==> src/rtl/pch_pkg.sv <==
// Shared constants and controller/datapath interface types of the printable
// character histogram. No dependencies.
package pch_pkg;

    localparam int NUM_BINS        = 95;
    localparam int BIN_IDX_W       = 7;
    localparam int COUNT_WIDTH_DEF = 16;
    localparam int CHAR_W          = 7;
    localparam int OCC_W           = 16;
    localparam int CFG_DATA_W      = 64;
    localparam int CFG_IDX_W       = 2;
    localparam int MASK_LOW_W      = 64;
    localparam int MASK_HIGH_W     = 31;

    localparam logic [7:0]           FIRST_CODE = 8'd32;
    localparam logic [7:0]           LAST_CODE  = 8'd126;
    localparam logic [OCC_W-1:0]     OCC_MAX    = '1;

    localparam logic [CFG_IDX_W-1:0] CFG_FILTER_EN   = 2'd0;
    localparam logic [CFG_IDX_W-1:0] CFG_MASK_LOW    = 2'd1;
    localparam logic [CFG_IDX_W-1:0] CFG_MASK_HIGH   = 2'd2;

    localparam logic KIND_DATA  = 1'b0;
    localparam logic KIND_FETCH = 1'b1;

    typedef struct packed {
        logic rd_count;
        logic inc_write;
        logic rd_scan;
        logic cursor_step;
        logic load_hit;
        logic load_end;
    } pch_cmd_t;

    typedef struct packed {
        logic byte_ok;
        logic cursor_end;
        logic cursor_hit;
        logic out_free;
    } pch_stat_t;

endpackage

==> src/rtl/printable_char_histogram_top.sv <==
// Printable character histogram: a byte stream is counted into 95 saturating
// bins (codes 32 to 126) with an optional filter mask; a fetch word returns
// the next nonzero bin from a scan cursor, and an exhausted fetch returns
// found = 0, clears every bin and rewinds the cursor. Bins are flagged by
// valid bits cleared at reset and by the exhausted fetch, so no clearing pass
// is needed. One word is taken at a time. A counted data byte reads its bin
// and then writes it back; a byte that is not counted is dropped while idle.
// A fetch steps the cursor over empty bins, reads a hit bin, and waits for
// the output register to drain before loading the result. Output words sit
// in a register, so a loaded result does not block data bytes, but a later
// fetch waits for it to drain. Depends on pch_pkg, pch_ctrl, pch_datapath.
module printable_char_histogram_top #(
    parameter int COUNT_WIDTH = pch_pkg::COUNT_WIDTH_DEF
) (
    input  logic                               clk,
    input  logic                               rst_n,
    input  logic                               cfg_we,
    input  logic [pch_pkg::CFG_IDX_W-1:0]      cfg_index,
    input  logic [pch_pkg::CFG_DATA_W-1:0]     cfg_data,
    input  logic                               s_tvalid,
    output logic                               s_tready,
    input  logic [7:0]                         s_tdata,   // [7:0] data_byte
    input  logic                               s_tuser,   // [0] kind
    output logic                               m_tvalid,
    input  logic                               m_tready,
    output logic [23:0]                        m_tdata,   // [6:0] character, [22:7] occurrences
    output logic                               m_tuser    // [0] found
);
    import pch_pkg::*;

    pch_cmd_t  cmd;
    pch_stat_t stat;

    pch_ctrl u_ctrl (
        .clk      (clk),
        .rst_n    (rst_n),
        .s_tvalid (s_tvalid),
        .s_tready (s_tready),
        .kind     (s_tuser),
        .stat     (stat),
        .cmd      (cmd)
    );

    pch_datapath #(
        .COUNT_WIDTH (COUNT_WIDTH)
    ) u_datapath (
        .clk       (clk),
        .rst_n     (rst_n),
        .cfg_we    (cfg_we),
        .cfg_index (cfg_index),
        .cfg_data  (cfg_data),
        .data_byte (s_tdata),
        .cmd       (cmd),
        .stat      (stat),
        .m_tvalid  (m_tvalid),
        .m_tready  (m_tready),
        .m_tdata   (m_tdata),
        .m_tuser   (m_tuser)
    );

endmodule

==> src/rtl/pch_datapath.sv <==
// Datapath of the printable character histogram: configuration registers,
// bin memory with valid bits, scan cursor and output word register.
// Depends on pch_pkg.
module pch_datapath #(
    parameter int COUNT_WIDTH = pch_pkg::COUNT_WIDTH_DEF
) (
    input  logic                               clk,
    input  logic                               rst_n,
    input  logic                               cfg_we,
    input  logic [pch_pkg::CFG_IDX_W-1:0]      cfg_index,
    input  logic [pch_pkg::CFG_DATA_W-1:0]     cfg_data,
    input  logic [7:0]                         data_byte,
    input  pch_pkg::pch_cmd_t                  cmd,
    output pch_pkg::pch_stat_t                 stat,
    output logic                               m_tvalid,
    input  logic                               m_tready,
    output logic [23:0]                        m_tdata,
    output logic                               m_tuser
);
    import pch_pkg::*;

    logic                         filter_en_reg;
    logic [MASK_LOW_W-1:0]        mask_low_reg;
    logic [MASK_HIGH_W-1:0]       mask_high_reg;
    logic [NUM_BINS-1:0]          filter_mask;

    logic [COUNT_WIDTH-1:0]       mem [NUM_BINS];
    logic [COUNT_WIDTH-1:0]       rdata_reg;
    logic [NUM_BINS-1:0]          valid_reg;
    logic [NUM_BINS-1:0]          valid_next;
    logic [BIN_IDX_W-1:0]         idx_reg;
    logic [BIN_IDX_W-1:0]         cursor_reg;
    logic [BIN_IDX_W-1:0]         cursor_next;

    logic [BIN_IDX_W-1:0]         byte_idx;
    logic [BIN_IDX_W-1:0]         rd_addr;
    logic                         rd_en;
    logic [COUNT_WIDTH-1:0]       count_eff;
    logic                         count_full;
    logic                         mem_we;

    logic [31:0]                  cnt32;
    logic [OCC_W-1:0]             occ_sat;

    logic                         out_valid_reg;
    logic                         found_reg;
    logic [CHAR_W-1:0]            char_reg;
    logic [OCC_W-1:0]             occ_reg;

    always_ff @(posedge clk or negedge rst_n)
    begin
        if (!rst_n)
        begin
            filter_en_reg <= 1'b0;
            mask_low_reg  <= '0;
            mask_high_reg <= '0;
        end
        else if (cfg_we)
        begin
            unique case (cfg_index)
                CFG_FILTER_EN: filter_en_reg <= cfg_data[0];
                CFG_MASK_LOW:  mask_low_reg  <= cfg_data[MASK_LOW_W-1:0];
                CFG_MASK_HIGH: mask_high_reg <= cfg_data[MASK_HIGH_W-1:0];
                default:       ;
            endcase
        end
    end

    assign filter_mask = {mask_high_reg, mask_low_reg};
    assign byte_idx    = data_byte[BIN_IDX_W-1:0] - BIN_IDX_W'(FIRST_CODE);

    always_comb
    begin
        stat.byte_ok    = (data_byte >= FIRST_CODE) && (data_byte <= LAST_CODE)
                          && (!filter_en_reg || filter_mask[byte_idx]);
        stat.cursor_end = (cursor_reg == BIN_IDX_W'(NUM_BINS));
        stat.cursor_hit = !stat.cursor_end && valid_reg[cursor_reg];
        stat.out_free   = !out_valid_reg || m_tready;
    end

    assign rd_en      = cmd.rd_count || cmd.rd_scan;
    assign rd_addr    = cmd.rd_scan ? cursor_reg : byte_idx;
    assign count_eff  = valid_reg[idx_reg] ? rdata_reg : '0;
    assign count_full = (count_eff == '1);
    assign mem_we     = cmd.inc_write && !count_full;

    always_ff @(posedge clk)
    begin
        if (mem_we)
        begin
            mem[idx_reg] <= count_eff + COUNT_WIDTH'(1);
        end
        if (rd_en)
        begin
            rdata_reg <= mem[rd_addr];
        end
        if (cmd.rd_count)
        begin
            idx_reg <= byte_idx;
        end
    end

    always_comb
    begin
        valid_next  = valid_reg;
        cursor_next = cursor_reg;
        if (mem_we)
        begin
            valid_next[idx_reg] = 1'b1;
        end
        if (cmd.cursor_step || cmd.load_hit)
        begin
            cursor_next = cursor_reg + BIN_IDX_W'(1);
        end
        if (cmd.load_end)
        begin
            valid_next  = '0;
            cursor_next = '0;
        end
    end

    always_ff @(posedge clk or negedge rst_n)
    begin
        if (!rst_n)
        begin
            valid_reg  <= '0;
            cursor_reg <= '0;
        end
        else
        begin
            valid_reg  <= valid_next;
            cursor_reg <= cursor_next;
        end
    end

    assign cnt32   = 32'(rdata_reg);
    assign occ_sat = (cnt32 > 32'(OCC_MAX)) ? OCC_MAX : cnt32[OCC_W-1:0];

    always_ff @(posedge clk or negedge rst_n)
    begin
        if (!rst_n)
        begin
            out_valid_reg <= 1'b0;
        end
        else if (cmd.load_hit || cmd.load_end)
        begin
            out_valid_reg <= 1'b1;
        end
        else if (m_tready)
        begin
            out_valid_reg <= 1'b0;
        end
    end

    always_ff @(posedge clk)
    begin
        if (cmd.load_hit)
        begin
            found_reg <= 1'b1;
            char_reg  <= cursor_reg + CHAR_W'(FIRST_CODE);
            occ_reg   <= occ_sat;
        end
        else if (cmd.load_end)
        begin
            found_reg <= 1'b0;
            char_reg  <= '0;
            occ_reg   <= '0;
        end
    end

    assign m_tvalid = out_valid_reg;
    assign m_tuser  = found_reg;
    assign m_tdata  = {1'b0, occ_reg, char_reg};

    a_end_clears: assert property (@(posedge clk) disable iff (!rst_n)
        cmd.load_end |=> (valid_reg == '0) && (cursor_reg == '0))
        else $error("exhausted fetch did not clear bins and cursor");

    a_cursor_range: assert property (@(posedge clk) disable iff (!rst_n)
        cursor_reg <= BIN_IDX_W'(NUM_BINS))
        else $error("scan cursor beyond last bin");

    a_inc_marks: assert property (@(posedge clk) disable iff (!rst_n)
        cmd.inc_write |=> valid_reg[$past(idx_reg)])
        else $error("counted bin not marked nonzero");

    a_hit_found: assert property (@(posedge clk) disable iff (!rst_n)
        cmd.load_hit |=> m_tvalid && m_tuser)
        else $error("hit result not presented as found");

endmodule

==> src/rtl/pch_ctrl.sv <==
// Controller state machine of the printable character histogram: sequences
// counting, scanning and result hand-off. Depends on pch_pkg.
module pch_ctrl (
    input  logic                clk,
    input  logic                rst_n,
    input  logic                s_tvalid,
    output logic                s_tready,
    input  logic                kind,
    input  pch_pkg::pch_stat_t  stat,
    output pch_pkg::pch_cmd_t   cmd
);
    import pch_pkg::*;

    localparam logic [2:0] ST_IDLE     = 3'd0;
    localparam logic [2:0] ST_INC      = 3'd1;
    localparam logic [2:0] ST_SCAN     = 3'd2;
    localparam logic [2:0] ST_EMIT_HIT = 3'd3;
    localparam logic [2:0] ST_EMIT_END = 3'd4;

    logic [2:0] state_reg;
    logic [2:0] state_next;

    assign s_tready = (state_reg == ST_IDLE);

    always_comb
    begin
        state_next = state_reg;
        cmd        = '0;
        unique case (state_reg)
            ST_IDLE:
            begin
                if (s_tvalid)
                begin
                    if (kind == KIND_FETCH)
                    begin
                        state_next = ST_SCAN;
                    end
                    else if (stat.byte_ok)
                    begin
                        cmd.rd_count = 1'b1;
                        state_next   = ST_INC;
                    end
                end
            end
            ST_INC:
            begin
                cmd.inc_write = 1'b1;
                state_next    = ST_IDLE;
            end
            ST_SCAN:
            begin
                priority if (stat.cursor_end)
                begin
                    state_next = ST_EMIT_END;
                end
                else if (stat.cursor_hit)
                begin
                    cmd.rd_scan = 1'b1;
                    state_next  = ST_EMIT_HIT;
                end
                else
                begin
                    cmd.cursor_step = 1'b1;
                end
            end
            ST_EMIT_HIT:
            begin
                if (stat.out_free)
                begin
                    cmd.load_hit = 1'b1;
                    state_next   = ST_IDLE;
                end
            end
            ST_EMIT_END:
            begin
                if (stat.out_free)
                begin
                    cmd.load_end = 1'b1;
                    state_next   = ST_IDLE;
                end
            end
            default:
            begin
                state_next = ST_IDLE;
            end
        endcase
    end

    always_ff @(posedge clk or negedge rst_n)
    begin
        if (!rst_n)
        begin
            state_reg <= ST_IDLE;
        end
        else
        begin
            state_reg <= state_next;
        end
    end

endmodule
==> config.mk <==
export PLATFORM = sky130hd
export DESIGN_NAME = printable_char_histogram_top
export DESIGN_NICKNAME = d
export VERILOG_FILES = /design/src/rtl/pch_pkg.sv /design/src/rtl/printable_char_histogram_top.sv /design/src/rtl/pch_datapath.sv /design/src/rtl/pch_ctrl.sv
export SDC_FILE = /design/constraint.sdc
export NUM_CORES = 2
export LEC_CHECK = 0
export BUFFER_PORTS_ARGS = -buffer_cell sky130_fd_sc_hd__buf_2
export CAP_MARGIN = 20
export CELL_PAD_IN_SITES_DETAIL_PLACEMENT = 2
export CELL_PAD_IN_SITES_GLOBAL_PLACEMENT = 2
export CORE_MARGIN = 2
export CORE_UTILIZATION = 52
export CTS_BUF_LIST = sky130_fd_sc_hd__clkbuf_4 sky130_fd_sc_hd__clkbuf_8
export CTS_CLUSTER_DIAMETER = 80
export DETAILED_ROUTE_END_ITERATION = 8
export PLACE_DENSITY = 0.95
export SYNTH_ARGS = -nofsm -noshare
export SYNTH_HDL_FRONTEND = slang
export SYNTH_SLANG_ARGS = --single-unit
==> constraint.sdc <==
create_clock -name clk -period 12.7 [get_ports clk]
set_clock_uncertainty 0.1 [all_clocks]
set_input_delay 1.27 -clock clk [delete_from_list [all_inputs] [get_ports clk]]
set_output_delay 1.27 -clock clk [all_outputs]
set_load 0.01 [all_outputs]
==> impl_metrics.json, run 1 <==
{
  "outcome": "aborted with a tool error",
  "stop_stage": "detailed placement",
  "error": "[ERROR DPL-0033] detailed placement checks failed during check placement.",
  "num_rows": 136,
  "ys_types": 72,
  "syn_avg_cell_area_um2": 14.81,
  "synth_area_leader_cell": "edfxtp_1",
  "syn_area_um2": 71720,
  "port_buffers": 105,
  "yosysWarnings": 0,
  "place.gp.congestion": 0.9345,
  "ios": 107,
  "syn_inst": 4844,
  "yosysSeqAreaShare": 0.7264,
  "synthFlopType": "edfxtp_1",
  "die_h_um": 375.4,
  "yosys_register_bits": 1769,
  "synth.area.top_cells": "edfxtp_1, dfrtp_1, mux2i_1, nand2_1, mux4_2",
  "die_w_um": 375.4,
  "start_util": 0.5229,
  "synthArstFlopShare": 0.1142,
  "synth_edf_count": 1566,
  "hpwl_um": 212600,
  "synth_nets": 4928,
  "synth_top_area_frac": 0.6557
}
==> cells by family after synthesis <==
group,count (synthesis),synth area share
and+or+nand+nor,1581,0.09508
other,1,0.00005229
buffers and inverters,293,0.01884
adders and majority gates,4,0.0006979
muxes,619,0.1025
AOI/OAI and AO/OA,559,0.05417
xor gates and xnor gates,18,0.002198
DFF,1769,0.7264
==> cell usage after synthesis (14+ instances only) <==
master	instances
a211oi_1	31
a21oi_1	137
a31oi_1	59
a32oi_1	55
and2_1	22
and3_1	14
buf_1	31
buf_2	71
buf_4	27
clkbuf_1	142
dfrtp_1	202
edfxtp_1	1566
mux2_2	112
mux2i_1	425
mux4_2	81
nand2_1	880
nand2b_1	16
nand3_1	300
nand4_1	20
nor2_1	199
nor2b_1	16
nor3_1	21
nor4_1	65
o211ai_1	20
o21a_1	89
o21ai_0	19
o221ai_1	29
o22ai_1	46
==> per-stage QoR <==
step,instance area (µm²),setup slack [ns],cells
after floorplan,71720,4.871,4844
after global placement,74970,4.727,6632
==> run 2: changes to the inputs <==
--- a/config.mk
+++ b/config.mk
@@ -7,14 +7,10 @@
 export LEC_CHECK = 0
 export BUFFER_PORTS_ARGS = -buffer_cell sky130_fd_sc_hd__buf_2
 export CAP_MARGIN = 20
-export CELL_PAD_IN_SITES_DETAIL_PLACEMENT = 2
-export CELL_PAD_IN_SITES_GLOBAL_PLACEMENT = 2
 export CORE_MARGIN = 2
-export CORE_UTILIZATION = 52
-export CTS_BUF_LIST = sky130_fd_sc_hd__clkbuf_4 sky130_fd_sc_hd__clkbuf_8
-export CTS_CLUSTER_DIAMETER = 80
+export CORE_UTILIZATION = 40
 export DETAILED_ROUTE_END_ITERATION = 8
-export PLACE_DENSITY = 0.95
+export PLACE_DENSITY_LB_ADDON = 0.15
 export SYNTH_ARGS = -nofsm -noshare
 export SYNTH_HDL_FRONTEND = slang
 export SYNTH_SLANG_ARGS = --single-unit
==> impl_metrics.json, run 2 <==
{
  "outcome": "completed",
  "yosys_register_bits": 1769,
  "maxSlewHeadroom": 0.1865,
  "syn_inst": 4844,
  "worst_pin_slew_ns": 1.220,
  "hold_path_class": "in2async",
  "fin_setup_tns_ns": 0,
  "setup_viol_count_final": 0,
  "wl_per_cell_um": 30.23,
  "crit_fanout": 42,
  "h-tree-depth": 4,
  "cts_setup_buffers": 0,
  "layout.cells.non_filler": 7566,
  "ctsResizeCount": 0,
  "syn_area_um2": 71720,
  "min_period_over_period": 0.6180,
  "cts_sinks": 1769,
  "p_comb_frac": 0.222,
  "p_sw_uw": 4884,
  "hpwl_um": 140700,
  "synth_common_cells": "edfxtp_1, nand2_1, mux2i_1",
  "drive_gt1_frac": 0.1709,
  "ctsHoldBuffers": 0,
  "port_buffers": 105,
  "fin_crit_ns": 7.849,
  "place_inst": 7220,
  "crit_path_start_kind": "flop",
  "yosysSeqAreaShare": 0.7264,
  "die_w_um": 427.4,
  "insertion_delay_ns": 0.84,
  "pwr-share-clk": 0.332,
  "dieArea_um2": 182700,
  "ios": 107,
  "vias": 43530,
  "grtUsageTotal": 0.2493,
  "swShare": 0.3142,
  "cell_internal_pwr_uw": 10660,
  "tritoncts": "done",
  "core_um2": 178200,
  "start_util": 0.4024,
  "rsz0062_at_grt": "no",
  "detail-route-antenna-nets": 0,
  "grt_remaining_overflow": 0,
  "clkTransAtPathRegs_ns": 0.06,
  "final_common_cell": "edfxtp_1",
  "p_total_uw": 15550,
  "leakage_uw": 0.02891,
  "num_rows": 155,
  "grt_max_degree": 123,
  "clockBufferDepth": 3,
  "final_cell_mix": "edfxtp_1, nand2_1, mux2i_1, nand3_1, dfrtp_1",
  "arrival_ns": 8.34,
  "drv_cap": 0,
  "place.gp.congestion": 0.8704,
  "syn_avg_cell_area_um2": 14.81,
  "synth_nets": 4928,
  "cts_root_buf": "clkbuf_16",
  "first_global_vias": 42170,
  "finalNetCount": 5142,
  "setup.worst_path.end_class": "flop",
  "drc": 0,
  "synth_area_leader_cell": "edfxtp_1",
  "ys_types": 72,
  "first_pass_iters": 6,
  "fmax_mhz": 127.4,
  "areaGrowthSynthToFinish_pct": 14.38,
  "irDropWorstVdd_uv": 145.5,
  "nFillCells": 15650,
  "synth_top_area_frac": 0.6557,
  "die_h_um": 427.4,
  "antenna_found_initial": 15,
  "cts_made_buffers": 186,
  "viasPerCell": 5.753,
  "crit_required_ns": 13.20,
  "setup_ws_ns": 4.851,
  "power.share.sequential": 0.446,
  "synth.most_common_cell": "edfxtp_1",
  "final_max_slew_viol_count": 0,
  "yosysWarnings": 0,
  "synth.area.top_cells": "edfxtp_1, dfrtp_1, mux2i_1, nand2_1, mux4_2",
  "final_hold_viol_count": 0,
  "wirelength_um": 228700,
  "reg2regPathDepth": 15,
  "synth_edf_count": 1566,
  "drt_iter0_markers": 4979,
  "largest_register_ffs": 1520,
  "place_ws_ns": 4.831,
  "grt_pass1_wl_um": 322900,
  "synthFlopType": "edfxtp_1",
  "final_core_util": 0.4603,
  "synthArstFlopShare": 0.1142,
  "power.density_nw_per_um2": 189.5,
  "crit_type": "reg2reg"
}
## run 2: area by class of cell
cell class | instances | area [µm²] | area share
clock buffer | 264 | 5154 | 0.06282
sequential | 1769 | 52100 | 0.6351
tap | 2355 | 2947 | 0.03592
antenna | 3 | 7.507 | 0.00009151
multi-input combinational | 2782 | 18950 | 0.2310
clock inverter | 74 | 559.3 | 0.006818
inverter | 13 | 48.80 | 0.0005948
timing repair buffer | 306 | 2272 | 0.02770
## run 2: power groups by stage
stage	Clock (µW)	Sequential, µW	Combinational [µW]
after floorplan	0	6930	2050
after global placement	0	7040	3400
after detailed placement	0	7050	3440
after CTS	5240	6930	3440
after global routing	5470	6940	3640
final	5160	6930	3460
## run 2: layer usage
| layer | vias up | GRT usage | routed length, µm |
|---|---|---|---|
| met2 | 1653 | 0.3938 | 107700 |
| li1 | 18840 | - | - |
| met5 | - | 0 | 93 |
| met4 | 14 | 0.08856 | 7957 |
| met3 | 304 | 0.04392 | 16010 |
| met1 | 22720 | 0.3471 | 96940 |
## run 2: per-stage QoR
step / area [µm²] / hold slack, ns
6_report: 82040 / 0.3249
5_1_grt: 82030 / 0.3483
4_1_cts: 81940 / 0.3083
3_5_place_dp: 76230 / 0.3702
3_3_place_gp: 75870 / 0.3535
2_1_floorplan: 71720 / 0.3739
## run 2: path summary, 6_finish.rpt
| path | startpoint | to | slack [ns] |
|---|---|---|---|
| worst max register to register | u_datapath.cursor_reg[0] | u_datapath.rdata_reg[15] | 4.85 |
| min in group clk | u_datapath.m_tuser | u_datapath.m_tuser | 0.38 |
| worst min-delay path | rst_n | u_datapath.mask_low_reg[19] | 0.32 |
| worst min register to register | u_datapath.m_tuser | u_datapath.m_tuser | 0.38 |
| worst max-delay path | u_datapath.cursor_reg[0] | u_datapath.rdata_reg[15] | 4.85 |
| max in group asynchronous | rst_n | u_datapath.valid_reg[44] | 9.94 |
## run 2: cells by family after synthesis
group | Yosys count | share of synthesized area
muxes | 619 | 0.1025
and+or+nand+nor | 1581 | 0.09508
DFF | 1769 | 0.7264
other | 1 | 0.00005229
buffers and inverters | 293 | 0.01884
xor gates and xnor gates | 18 | 0.002198
AOI/OAI and AO/OA | 559 | 0.05417
adders and majority gates | 4 | 0.0006979
## run 2: critical path, cell delays in order, from the launching register on
cell	delay, ns
dfrtp_2	0.57
buf_4	0.61
mux4_2	0.58
a2bb2oi_1	0.15
a211oi_1	0.63
a211oi_2	0.17
a221oi_4	0.22
buf_4	0.57
mux2i_4	0.68
buf_4	0.74
buf_4	0.58
mux2i_1	0.26
o22ai_1	0.12
nor4_1	0.79
a211oi_1	0.37
a211o_1	0.36
No activity file was read; power rests on OpenSTA's default activity.
